### src/sv/mqsc_pkg.sv
package mqsc_pkg;

	localparam int TILE_W = 16;
	localparam int TIME_W = 48;
	localparam int CNT_W  = 32;
	localparam int RATE_W = 32;
	localparam int DLY_W  = 32;
	localparam int ADDR_W = 4;

	localparam logic [TILE_W-1:0] MIN_THR       = TILE_W'(32);
	localparam logic [RATE_W-1:0] RATE_LOW      = RATE_W'(1000000);
	localparam logic [RATE_W-1:0] RATE_MID      = RATE_W'(2000000);
	localparam logic [DLY_W-1:0]  DEFAULT_DELAY = DLY_W'(1200);
	localparam logic [3:0]        STREAK_MAX    = 4'd15;
	localparam logic [3:0]        DEFAULT_ENTRY = 4'd2;
	localparam logic [1:0]        STEP_COARSE   = 2'd3;
	localparam logic [1:0]        STEP_MID      = 2'd2;
	localparam logic [1:0]        STEP_MIN      = 2'd1;
	localparam logic [1:0]        STEP_FULL     = 2'd0;

	typedef enum logic [1:0] {
		REG_ENABLE,
		REG_BASE_STEP,
		REG_EXIT_DELAY,
		REG_ENTRY_FRAMES
	} reg_idx_t;

	typedef struct packed {
		logic [TILE_W-1:0] changed_tiles;
		logic [TILE_W-1:0] total_tiles;
		logic [RATE_W-1:0] target_rate;
		logic [TIME_W-1:0] now_ms;
	} in_item_t;

	typedef struct packed {
		logic [1:0]       quant_step;
		logic             step_changed;
		logic             large_motion;
		logic             restore_full;
		logic [CNT_W-1:0] motion_frames;
		logic [CNT_W-1:0] switches;
	} out_item_t;

	typedef struct packed {
		logic             enable;
		logic [1:0]       base_step;
		logic [DLY_W-1:0] exit_delay;
		logic [3:0]       entry_frames;
	} cfg_t;

	typedef struct packed {
		logic              mode_active;
		logic [3:0]        large_streak;
		logic [TIME_W-1:0] last_large_time;
		logic [TIME_W-1:0] entered_time;
		logic [1:0]        applied_step;
		logic [CNT_W-1:0]  motion_count;
		logic [CNT_W-1:0]  switch_count;
	} state_t;

endpackage

### src/sv/mqsc_decide.sv
module mqsc_decide
	import mqsc_pkg::*;
(
	input  cfg_t      cfg,
	input  state_t    cur,
	input  in_item_t  item,
	output state_t    nxt,
	output out_item_t res
);

	logic [TILE_W-1:0] thr;
	logic              big;
	logic              overwhelming;
	logic [1:0]        desired;
	logic [3:0]        streak_inc;
	logic              enter;
	logic [TIME_W-1:0] delay_ext;
	logic              quiet_ok;
	logic              active_ok;
	logic [1:0]        qstep;
	logic              chg;
	logic              restore;

	assign delay_ext = {{(TIME_W-DLY_W){1'b0}}, cfg.exit_delay};

	always_comb begin
		thr = item.total_tiles >> 3;
		if (thr < MIN_THR) begin
			thr = MIN_THR;
		end
		big          = item.changed_tiles >= thr;
		overwhelming = (item.total_tiles != '0) &&
			(item.changed_tiles >= (item.total_tiles >> 1));

		desired = cfg.base_step;
		if (item.target_rate < RATE_LOW && desired < STEP_COARSE) begin
			desired = STEP_COARSE;
		end else if (item.target_rate < RATE_MID && desired < STEP_MID) begin
			desired = STEP_MID;
		end

		streak_inc = (cur.large_streak < STREAK_MAX) ? cur.large_streak + 4'd1
			: cur.large_streak;

		// time running backwards keeps the mode on
		quiet_ok  = (item.now_ms >= cur.last_large_time) &&
			((item.now_ms - cur.last_large_time) >= delay_ext);
		active_ok = (item.now_ms >= cur.entered_time) &&
			((item.now_ms - cur.entered_time) >= delay_ext);
	end

	always_comb begin
		nxt     = cur;
		qstep   = STEP_FULL;
		chg     = 1'b0;
		restore = 1'b0;
		enter   = 1'b1;
		if (big) begin
			nxt.last_large_time = item.now_ms;
			nxt.motion_count    = cur.motion_count + CNT_W'(1);
			if (!cur.mode_active) begin
				nxt.large_streak = streak_inc;
				if (!overwhelming && streak_inc < cfg.entry_frames) begin
					enter = 1'b0;
				end else begin
					nxt.mode_active  = 1'b1;
					nxt.entered_time = item.now_ms;
				end
			end
			if (enter) begin
				if (cur.applied_step != desired) begin
					nxt.applied_step = desired;
					nxt.switch_count = cur.switch_count + CNT_W'(1);
					chg              = 1'b1;
				end
				qstep = desired;
			end
		end else begin
			nxt.large_streak = '0;
			if (cur.mode_active && quiet_ok && active_ok) begin
				nxt.mode_active  = 1'b0;
				nxt.applied_step = STEP_FULL;
				nxt.switch_count = cur.switch_count + CNT_W'(1);
				chg              = 1'b1;
				restore          = 1'b1;
			end else begin
				qstep = cur.applied_step;
			end
		end

		res.quant_step    = qstep;
		res.step_changed  = chg;
		res.large_motion  = big;
		res.restore_full  = restore;
		res.motion_frames = nxt.motion_count;
		res.switches      = nxt.switch_count;

		// disabled: zero result, state held
		if (!cfg.enable) begin
			nxt = cur;
			res = '0;
		end
	end

endmodule

### src/sv/motion_quality_step_controller.sv
// motion quality step controller
// pipeline: an accepted item is held in the input register, then its result in the result register
// throughput: one item per cycle unless a full result register is stalled; the step decision
// is one pass of compare logic on the state registers between the input and result registers
// reset: arst_n clears state, counters and valid flags, and loads the register defaults
module motion_quality_step_controller
	import mqsc_pkg::*;
(
	input  logic              clk,
	input  logic              arst_n,
	input  logic              in_valid,
	output logic              in_stall,
	input  in_item_t          in_item,
	output logic              out_valid,
	input  logic              out_stall,
	output out_item_t         out_item,
	input  logic              psel,
	input  logic              penable,
	input  logic              pwrite,
	input  logic [ADDR_W-1:0] paddr,
	input  logic [31:0]       pwdata,
	output logic [31:0]       prdata,
	output logic              pready
);

	cfg_t      cfg_q;
	state_t    state_q;
	state_t    state_nxt;
	in_item_t  item_s1;
	logic      valid_s1;
	out_item_t res_s2;
	out_item_t res_nxt;
	logic      valid_s2;
	logic      advance;
	logic      cfg_wr;
	reg_idx_t  wr_idx;
	reg_idx_t  rd_idx;

	assign pready = 1'b1;
	assign cfg_wr = psel && penable && pwrite;
	assign wr_idx = reg_idx_t'(paddr[3:2]);
	assign rd_idx = reg_idx_t'(paddr[3:2]);

	always_ff @(posedge clk or negedge arst_n) begin
		if (!arst_n) begin
			cfg_q.enable       <= 1'b1;
			cfg_q.base_step    <= STEP_MIN;
			cfg_q.exit_delay   <= DEFAULT_DELAY;
			cfg_q.entry_frames <= DEFAULT_ENTRY;
		end else if (cfg_wr) begin
			case (wr_idx)
				REG_ENABLE: begin
					cfg_q.enable <= pwdata[0];
				end
				REG_BASE_STEP: begin
					cfg_q.base_step <= (pwdata[1:0] == STEP_FULL) ? STEP_MIN : pwdata[1:0];
				end
				REG_EXIT_DELAY: begin
					cfg_q.exit_delay <= (pwdata == '0) ? DEFAULT_DELAY : pwdata;
				end
				REG_ENTRY_FRAMES: begin
					cfg_q.entry_frames <= pwdata[3:0];
				end
				default: begin
				end
			endcase
		end
	end

	always_comb begin
		case (rd_idx)
			REG_ENABLE:       prdata = {31'b0, cfg_q.enable};
			REG_BASE_STEP:    prdata = {30'b0, cfg_q.base_step};
			REG_EXIT_DELAY:   prdata = cfg_q.exit_delay;
			REG_ENTRY_FRAMES: prdata = {28'b0, cfg_q.entry_frames};
			default:          prdata = '0;
		endcase
	end

	// a beat moves from s1 to the result register when that register is free or draining
	assign advance  = valid_s1 && (!valid_s2 || !out_stall);
	assign in_stall = valid_s1 && !advance;

	mqsc_decide u_decide (
		.cfg  (cfg_q),
		.cur  (state_q),
		.item (item_s1),
		.nxt  (state_nxt),
		.res  (res_nxt)
	);

	always_ff @(posedge clk or negedge arst_n) begin
		if (!arst_n) begin
			valid_s1 <= 1'b0;
			valid_s2 <= 1'b0;
			state_q  <= '0;
		end else begin
			if (!in_stall) begin
				valid_s1 <= in_valid;
			end
			if (advance) begin
				valid_s2 <= 1'b1;
				state_q  <= state_nxt;
			end else if (!out_stall) begin
				valid_s2 <= 1'b0;
			end
		end
	end

	always_ff @(posedge clk) begin
		if (in_valid && !in_stall) begin
			item_s1 <= in_item;
		end
		if (advance) begin
			res_s2 <= res_nxt;
		end
	end

	assign out_valid = valid_s2;
	assign out_item  = res_s2;

`ifndef SYNTHESIS
	a_step_zero_when_idle: assert property (@(posedge clk) disable iff (!arst_n)
		!state_q.mode_active |-> state_q.applied_step == STEP_FULL)
		else $error("applied step nonzero outside coarse mode");

	a_stall_only_when_full: assert property (@(posedge clk) disable iff (!arst_n)
		in_stall |-> valid_s2 && out_stall && valid_s1)
		else $error("input stalled while result register can drain");

	a_advance_fills_output: assert property (@(posedge clk) disable iff (!arst_n)
		advance |=> out_valid)
		else $error("beat lost between s1 and result register");

	a_restore_clears_step: assert property (@(posedge clk) disable iff (!arst_n)
		advance && res_nxt.restore_full |=> !state_q.mode_active &&
			out_item.step_changed && out_item.quant_step == STEP_FULL)
		else $error("restore without leaving coarse mode");
`endif

endmodule

### config.mk
export PLATFORM = sky130hd
export DESIGN_NAME = motion_quality_step_controller
export DESIGN_NICKNAME = d
export VERILOG_FILES = /design/src/sv/mqsc_pkg.sv /design/src/sv/mqsc_decide.sv /design/src/sv/motion_quality_step_controller.sv
export SDC_FILE = /design/constraint.sdc
export NUM_CORES = 1
export LEC_CHECK = 0
export ABC_AREA = 1
export BUFFER_PORTS_ARGS = -buffer_cell sky130_fd_sc_hd__buf_4
export CORE_MARGIN = 2
export CORE_UTILIZATION = 40
export CTS_CLUSTER_DIAMETER = 80
export CTS_CLUSTER_SIZE = 24
export DETAILED_ROUTE_END_ITERATION = 16
export GPL_TIMING_DRIVEN = 0
export PLACE_DENSITY = 0.59
export SLEW_MARGIN = 25
export SYNTH_ARGS = -nofsm -noshare
export SYNTH_HDL_FRONTEND = slang
export SYNTH_HIERARCHICAL = 1
export SYNTH_SLANG_ARGS = --single-unit
### constraint.sdc
create_clock -name clk -period 6.1 [get_ports clk]
set_input_delay 1.22 -clock clk [delete_from_list [all_inputs] [get_ports clk]]
set_output_delay 1.22 -clock clk [all_outputs]
set_load 0.01 [all_outputs]
==> After elaboration in Yosys (flattened, before gate mapping) <==
Cells that the tools add are included.
{ "op_classes": {"n_reduce_logical": 35, "addsub": 5, "bitwise_logic": 3, "muxes": 30, "order_cmp": 13, "eq_ne": 8} }
{ "ops": {"columns": ["op", "n"], "rows": [
  ["2-to-1 mux 32 bit", 6],
  ["one-hot mux 32 bit (4 select lines)", 1],
  [">= comparator 48 x 32 -> 1 bit", 2],
  [">= comparator 48 bit", 2],
  ["subtractor 48 bit", 2],
  ["adder 32 x 1 -> 32 bit, second input constant", 2],
  ["logical NOT 32 bit", 1],
  ["< comparator 32 x 20 -> 1 bit, second input constant", 1],
  ["< comparator 32 x 21 -> 1 bit, second input constant", 1],
  ["2-to-1 mux 2 bit", 9],
  [">= comparator 16 x 15 -> 1 bit", 1],
  [">= comparator 16 bit", 1],
  ["nonzero test 16 bit", 1],
  ["logical AND 1 bit", 13],
  ["< comparator 13 x 6 -> 1 bit, second input constant", 1],
  ["2-to-1 mux 13 bit", 1],
  ["2-to-1 mux 1 bit", 10],
  ["2-to-1 mux 5 bit", 2],
  ["AND reduction 2 bit", 5],
  ["AND reduction 3 bit", 3],
  ["!= test 2 bit, second input constant", 3],
  ["logical NOT 1 bit", 5],
  ["AND reduction 5 bit", 1],
  ["adder 4 x 1 -> 4 bit, second input constant", 1],
  ["14 further kinds", 19]
]} }
{ "word_totals": {"inputBits": 155, "regBits": 389} }

==> Depth between registers and ports, before layout <==
Gate-level depths: netlist (run 1).
{ "depth": {"depth_word": 9, "depth_mapped": 34} }

==> Cells and area by module <==
The synthesis (run 1) kept the hierarchy.
{ "modules_own_cells": {"columns": ["mod", "cells_per_inst", "n_inst", "seq_area_each_um2", "area_each_um2"], "rows": [
  ["mqsc_decide", 3110, 1, 0.0, 15262.1],
  ["motion_quality_step_controller", 1154, 1, 10649.0, 13706.9]
]} }

==> Worst setup path after synthesis (run 1) <==
No wires, ideal clock.
{ "synth_path": {"kind": "input port to flip-flop", "start": "input port out_stall", "end": "register item_s1[0] in the netlist's numbering (enable)", "stages": 3, "arrival_ps": 3628, "path_slack_ps": 2007, "t_required_ps": 5635, "path_buffers": 0, "cell_sequence": "nand2_1 o21ai_0 inv_1"} }
{ "synth_via": {"elab_chain_cells": 7} }
{ "synth_rtl": {"columns": ["element", "line", "source"], "rows": [
  ["start, declared", "motion_quality_step_controller.sv:15", "input logic out_stall,"],
  ["logical NOT 1 bit", null, null],
  ["logical OR 1 bit", "motion_quality_step_controller.sv:81", "assign advance = valid_s1 && (!valid_s2 || !out_stall);"],
  ["logical AND 1 bit", "motion_quality_step_controller.sv:81", null],
  ["logical NOT 1 bit", "motion_quality_step_controller.sv:82", "assign in_stall = valid_s1 && !advance;"],
  ["logical AND 1 bit", "motion_quality_step_controller.sv:82", null],
  ["logical NOT 1 bit", "motion_quality_step_controller.sv:111", "if (in_valid && !in_stall) begin"],
  ["logical AND 1 bit", "motion_quality_step_controller.sv:111", null],
  ["end signal, assigned", "motion_quality_step_controller.sv:112", "item_s1 <= in_item;"],
  ["end, declared", "motion_quality_step_controller.sv:29", "in_item_t item_s1;"]
]} }
No other way between the ends.
A chain may end at the register's enable or synchronous reset.

==> Final worst setup path (run 1) <==
{ "layout_path": {"start": "register item_s1[2] in the netlist's numbering", "end": "register res_s2, in the netlist out_item[8], data pin"} }
{ "layout_via": {"elab_chain_cells": 7, "elab_cells_between_ends": 12} }
{ "layout_rtl": {"columns": ["element", "line", "source"], "rows": [
  ["subtractor 48 bit", "mqsc_decide.sv:47", "((item.now_ms - cur.last_large_time) >= delay_ext);"],
  [">= comparator 48 x 32 -> 1 bit", "mqsc_decide.sv:47", null],
  ["logical AND 1 bit", "mqsc_decide.sv:46", "quiet_ok = (item.now_ms >= cur.last_large_time) &&"],
  ["logical AND 1 bit", "mqsc_decide.sv:80", "if (cur.mode_active && quiet_ok && active_ok) begin"],
  ["logical AND 1 bit *", "mqsc_decide.sv:80", null],
  ["2-to-1 mux 32 bit *", "mqsc_decide.sv:80", null],
  ["2-to-1 mux 32 bit *", "mqsc_decide.sv:58", "if (big) begin"],
  ["end signal, assigned", "motion_quality_step_controller.sv:115", "res_s2 <= res_nxt;"],
  ["end, declared", "motion_quality_step_controller.sv:31", "out_item_t res_s2;"]
]} }
Mark *: on every way between the ends. The rest lies on a longest branch, timed or not.

==> out/results.txt, run 1 <==
Top Layer Used - met5
Post-CTS Hold Buffers - 0
Fin crit share - 0.858
Critical path's largest stage delay - 0.46 ns
GRT Residual Overflow - 0
Resized cells post-CTS - 0
Crit-path slowest cell - edfxtp_1
Worst Path Required - 6.46 ns
Hold_ws - 0.486 ns
Initial drt markers - 2,306
Total CTS buffers - 26
Syn Nets - 4,609
Area growth from synthesis to layout - 14.3%
CTS root buf - clkbuf_16
Total power - 14.2 mW
Post-Syn Instances - 4,258
Clock Sinks - 383
CTS tree - yes
Final std cells w/o fill - 5,509
Drt wl/cell - 17.1 um
Psw - 7.03 mW
Setup crit end kind - flip-flop
Static leakage - 17.4 nW
Starting Density - 0.403
Hold Fails Final Rpt - 0
Clk slew on worst S/H paths - 0.09 ns
Post-DP HPWL - 76,300 um
Final setup vio count - 0
Via/cell ratio - 4.97
Worst-Skew Late Latency - 0.61 ns
Startpoint Class - flip-flop
CP arrival - 5.60 ns
Max-cap viol count - 0
Fin nets - 4,890
Clock skew - 0.0274 ns
Status - complete, no violations
Drt first pass iters - 6
Tot GR Track Use - 0.249
Final min period - 5.23 ns
CP dominant cell by count - nand2_1
Flop pwr share - 0.276
First-pass GRT wire length - 145,000 um
DR WL met2 - 41,900 um
Dpl cells - 5,461
Metal-1 WL - 43,700 um
Std cell rows - 98
Die area - 74,100 um^2
Critical path peak fanout - 10
Number of global-route vias before repair - 25,643
Worst slew pin tran - 1.13 ns
Clock power frac - 0.143
DR DRC count - 0
Core Footprint - 71,400 um^2
Pwr dens - 431 nW/um^2
Largest net degree at the start of global routing - 85
Die Y - 272 um
Highest Clock Rate - 191 MHz
Vias - 27,364
Unrepaired setup endpoints after global routing - no
Mean Syn Cell Area - 6.76 um^2
Final Util - 0.461
GP Congestion - 1.01
Antenna diodes - 0
TNS Setup - 0 ns
Hold crit path type - flip-flop to flip-flop
IO Port Bufs - 249
Setup Fix Bufs, Post-CTS - 0
Met3 WL - 5510 um
Pre-CTS WS - 0.998 ns
Mapped Area - 28,800 um^2
H-Tree Depth - 1
Top-Level Pins - 259
Crit path kind - flip-flop to flip-flop
Design area - 32,900 um^2
Initial antenna violation count - 1
Post-route ant nets - 0
Comb pwr share - 0.581
Switching fraction of total power - 0.495
Rel. slew slack - 0.248
Placed inst area - 32,000 um^2
Fin worst setup slack - 0.866 ns
Max clock buf depth - 3
Die W - 272 um
Internal Power - 7.17 mW
Share of layout cells above drive strength 1 - 0.0882
WL final - 94,200 um
Max-slew violation count - 0
Peak supply drop - 0.247 mV
Yosys warns - 6
-- state kept, by name, summed over array words and instances (netlist names) --
| register | flops |
|---|---|
| state_q | 167 |
| item_s1 | 106 |
| out_item | 69 |
| cfg_q | 39 |
| out_valid | 1 |
| valid_s1 | 1 |
-- layer usage --
layer  GRT usage  up-vias
met5     0.00513        -
met4      0.0716        3
met3      0.0260      109
met2       0.398      787
met1       0.356    12606
li1            -    13859
-- area by class of cell --
type                       count  area (um^2)
fill                        7542        38500
tap                          950         1190
timing repair buffer         253         1980
clock buffer                  31          701
sequential                   383        10500
clock inverter                17          240
inverter                     756         2850
multi-input combinational   3019        15000
buffer                       100          515
-- path summary, 6_finish.rpt --
check	from	endpoint	slack [ns]	cells after the start
worst max-delay path	item_s1[2]	out_item[8]	0.87	29
worst min-delay path	state_q[48]	state_q[48]	0.49	2
worst max register to register	item_s1[2]	out_item[8]	0.87	29
worst min register to register	state_q[48]	state_q[48]	0.49	2
max in group asynchronous	arst_n	cfg_q[38]	4.74	2
min in group asynchronous	arst_n	state_q[97]	0.51	1
-- power groups by stage --
| stage | Combinational, mW | Clock, mW | Sequential (mW) |
|---|---|---|---|
| 2_1_floorplan | 5.62 | 0 | 3.87 |
| 3_3_place_gp | 7.99 | 0 | 3.96 |
| 3_5_place_dp | 8.10 | 0 | 3.96 |
| 4_1_cts | 8.13 | 2.11 | 3.92 |
| 5_1_grt | 9.28 | 2.18 | 4.01 |
| 6_report | 8.25 | 2.04 | 3.92 |
-- placed cells by master, fill, tap and decap left out, types with 4 or more instances in the layout --
cell type  count
inv_1        750
ha_1         194
o22ai_1       11
nand2_2        8
dfstp_2        7
o21ai_1        7
o21bai_1      21
a31oi_1        6
nor3_1        53
nor2_2        14
nand2_1     1584
nand3b_1      15
a21o_1         5
dfrtp_1      201
nor2_1       326
inv_8          5
nand3_1      213
nor4_1        20
xor2_1        77
clkbuf_16     27
edfxtp_1     175
clkbuf_1      47
inv_6          6
and3_1         4
nand3_2        4
o211ai_1      15
o21ai_0      208
nand4_1       41
xnor2_1       16
inv_2          5
buf_2         28
buf_4        270
a21oi_1      140
-- critical path, delay by kind of cell, from the launching register on --
| kind | cells | cell delay, ns |
|---|---|---|
| XOR/XNOR | 1 | 0.17 |
| adder cells (fa/ha/maj) | 2 | 0.69 |
| AND/OR/NAND/NOR | 19 | 2.31 |
| AO/OA/AOI/OAI | 5 | 1.09 |
| buffers and inverters | 2 | 0.27 |
| flip-flops | 1 | 0.46 |
(Power assumes the default switching activity.)
==> inputs of run 2 (changes only) <==
PLACE_DENSITY = 0.6   (was 0.59)
SYNTH_HIERARCHICAL = unset   (was 1)
==> run 2 against run 1 <==
Net effect: setup slack lost 0.11 ns; largest cell class unchanged; global-route usage shrank 0.41 points; clock power shrank 4%; final cell count down 12%; combinational power shrank 2%; utilization increased by 0.23 points; flip-flop and latch count stayed put; fmax down 2.1%.
==> out/results.txt, run 2 <==
First-pass GRT wire length - 132,000 um
Most flops, register - state_q
Setup Fix Bufs, Post-CTS - 0
Post-CTS Hold Buffers - 0
Register Area - 10,500 um^2
Top-Level Pins - 259
Via/cell ratio - 4.94
Post-synth top area cell - edfxtp_1
Worst Path Required - 6.43 ns
Drt first pass iters - 6
Core Footprint - 66,800 um^2
Rel. slew slack - 0.300
Critical path's largest stage delay - 0.50 ns
Yosys reg bits - 383
Fin nets - 4,313
Post-route ant nets - 0
Clk slew on worst S/H paths - 0.10 ns
Die area - 69,300 um^2
WP buf/inv - 2
Clock Sinks - 383
Crit path kind - flip-flop to flip-flop
Hold_ws - 0.487 ns
Fin crit share - 0.877
CTS tree - yes
Highest Clock Rate - 187 MHz
Final Util - 0.463
Die Y - 263 um
Mean Syn Cell Area - 7.30 um^2
Worst-Skew Late Latency - 0.61 ns
Hold Fails Final Rpt - 0
Hold Startpoint - state_q[141]
Startpoint Class - flip-flop
Std cell rows - 95
Clock skew - 0.0299 ns
Status - complete, no violations
Max-cap viol count - 0
CP top delay family - simple AND/OR/NAND/NOR gates
Crit-path slowest cell - edfxtp_1
H-Tree Depth - 1
Number of global-route vias before repair - 22,870
Commonest non-fill, non-tap cells in the layout - nand2_1 (1,069), inv_1 (686), nor2_1 (326)
Resized cells post-CTS - 0
Hold crit path type - flip-flop to flip-flop
Static leakage - 15.7 nW
Share of layout cells above drive strength 1 - 0.108
CP arrival - 5.68 ns
Mapped Area - 26,900 um^2
Final setup vio count - 0
Largest net degree at the start of global routing - 85
Initial drt markers - 1,902
Tot GR Track Use - 0.245
Filler cell count in the final layout - 6,981
Pwr dens - 452 nW/um^2
GRT Residual Overflow - 0
CTS root buf - clkbuf_16
Yosys warns - 0
Worst slew pin tran - 1.05 ns
Vias - 23,974
Cell with the most instances after synthesis - nand2_1
Ys async rst share - 0.543
Die W - 263 um
Starting Density - 0.402
Setup crit end kind - flip-flop
Multi-input gate area - 13,500 um^2
Number of enable flip-flop cells after synthesis - 175
Sequential area share after synthesis - 0.390
Commonest non-fill, non-tap cell in the layout - nand2_1
Prevailing post-synth register cell - dfrtp_1
Max-slew violation count - 0
Unrepaired setup endpoints after global routing - no
Critical path peak fanout - 10
Final min period - 5.35 ns
Total CTS buffers - 27
Post-synth top cells - nand2_1 (1,069), inv_1 (687), nor2_1 (327)
Synth unique cells - 56
WL final - 86,100 um
IO Port Bufs - 248
DR DRC count - 0
R2R Path Start - item_s1[19]
Max clock buf depth - 3
Share of the synthesized area in the top cell type - 0.196
Peak supply drop - 0.337 mV
Post-Syn Instances - 3,679
Post-DP HPWL - 70,600 um
Area growth from synthesis to layout - 15.2%
CP dominant cell by count - nand2_1
Initial antenna violation count - 4
Drt wl/cell - 17.7 um
GP Congestion - 0.954
Number of flip-flops in the largest register - 167
Critical Path Source - item_s1[19]
Syn Nets - 4,030
Ranking of synthesized cells by area - edfxtp_1 (20%), dfrtp_1 (19%), nand2_1 (15%)
[run 2: cell types whose count changed in the layout (fill, tap and decap cells not counted), moves of 6 or more]
cell and delta:
buf_2 -19, o22ai_1 -6, nor2_2 +8, nor4_1 +6, nor3_1 -10, nand3_2 +39
o211ai_1 -12, inv_1 -64, nand3_1 -25, xor2_1 +31, nand2_1 -515, buf_4 -18
[run 2: area by class of cell]
cell class / count / share of cell area
diodes: 1 / 0.0000808
plain buffers: 69 / 0.0101
clock buffers: 31 / 0.0223
clock inverters: 19 / 0.00792
inverters: 699 / 0.0849
multi-input cells: 2528 / 0.435
flip-flops and latches: 383 / 0.338
well taps: 873 / 0.0353
repair buffers: 254 / 0.0657
[run 2: kinds of logic after synthesis]
| family | after synthesis | synth area share |
|---|---|---|
| buffers and inverters | 768 | 0.109 |
| muxes | 1 | 0.000419 |
| xor gates and xnor gates | 122 | 0.0398 |
| adders and majority gates | 196 | 0.0918 |
| and+or+nand+nor | 1804 | 0.289 |
| AOI/OAI and AO/OA | 404 | 0.0802 |
| DFF | 383 | 0.390 |
| other | 1 | 0.000140 |
[run 2: layer usage]
layer  vias to the layer above  global-route usage  wire, um
met1                     11011               0.347     40500
met3                       107              0.0360      5080
met4                         4              0.0700      2550
met5                         -                   0        27
met2                       657               0.389     38000
li1                      12195                   -         -
[run 2: power breakdown]
| part | total [mW] | switching, mW | internal, mW |
|---|---|---|---|
| registers | 3.94 | 0.457 | 3.48 |
| logic | 8.08 | 5.30 | 2.79 |
| clock network | 1.96 | 1.07 | 0.891 |
| total | 14.0 | 6.83 | 7.16 |
[run 2: worst register-to-register path, stage by stage, from the launching register on]
cell and delay (ns):
edfxtp_1 0.50, ha_1 0.38, nand2_1 0.17, inv_1 0.09
a21oi_1 0.38, nand2_1 0.30, a21oi_1 0.19, nand2_1 0.23
xor2_1 0.22, ha_1 0.31, a21oi_1 0.18, nor2_1 0.06
nor2_1 0.08, nand3_1 0.09, a21oi_1 0.23, nand3_1 0.19
nor2_1 0.13, nand2_1 0.06, nor2_1 0.08, nand2_1 0.10
nor2_2 0.34, nor2_4 0.12, nand3_2 0.12, buf_4 0.20
nand3_1 0.11, nand2_1 0.15, nor2_1 0.06
[run 2: worst paths after layout]
check,to,slack [ns],depth (start not counted)
setup / recovery,out_item[6],0.75,26
hold / removal,state_q[141],0.49,2
setup reg to reg,out_item[6],0.75,26
hold reg to reg,state_q[141],0.49,2
max in group asynchronous,cfg_q[14],4.62,2
min in group asynchronous,valid_s1,0.58,1
[run 2: stage by stage]
stage | worst slack (ns) | cell area (um^2) | power (mW) | setup TNS (ns) | cells
floorplan | 1.51 | 26900 | 9.48 | 0 | 3679
global placement | -1.01 | 29800 | 11.9 | -68.21 | 4800
detailed placement | 1.02 | 30000 | 12.0 | 0 | 4806
CTS | 0.978 | 31000 | 14.0 | 0 | 4856
global route | 0.655 | 31000 | 15.2 | 0 | 4857
finish | 0.753 | 31000 | 14.0 | 0 | 4857
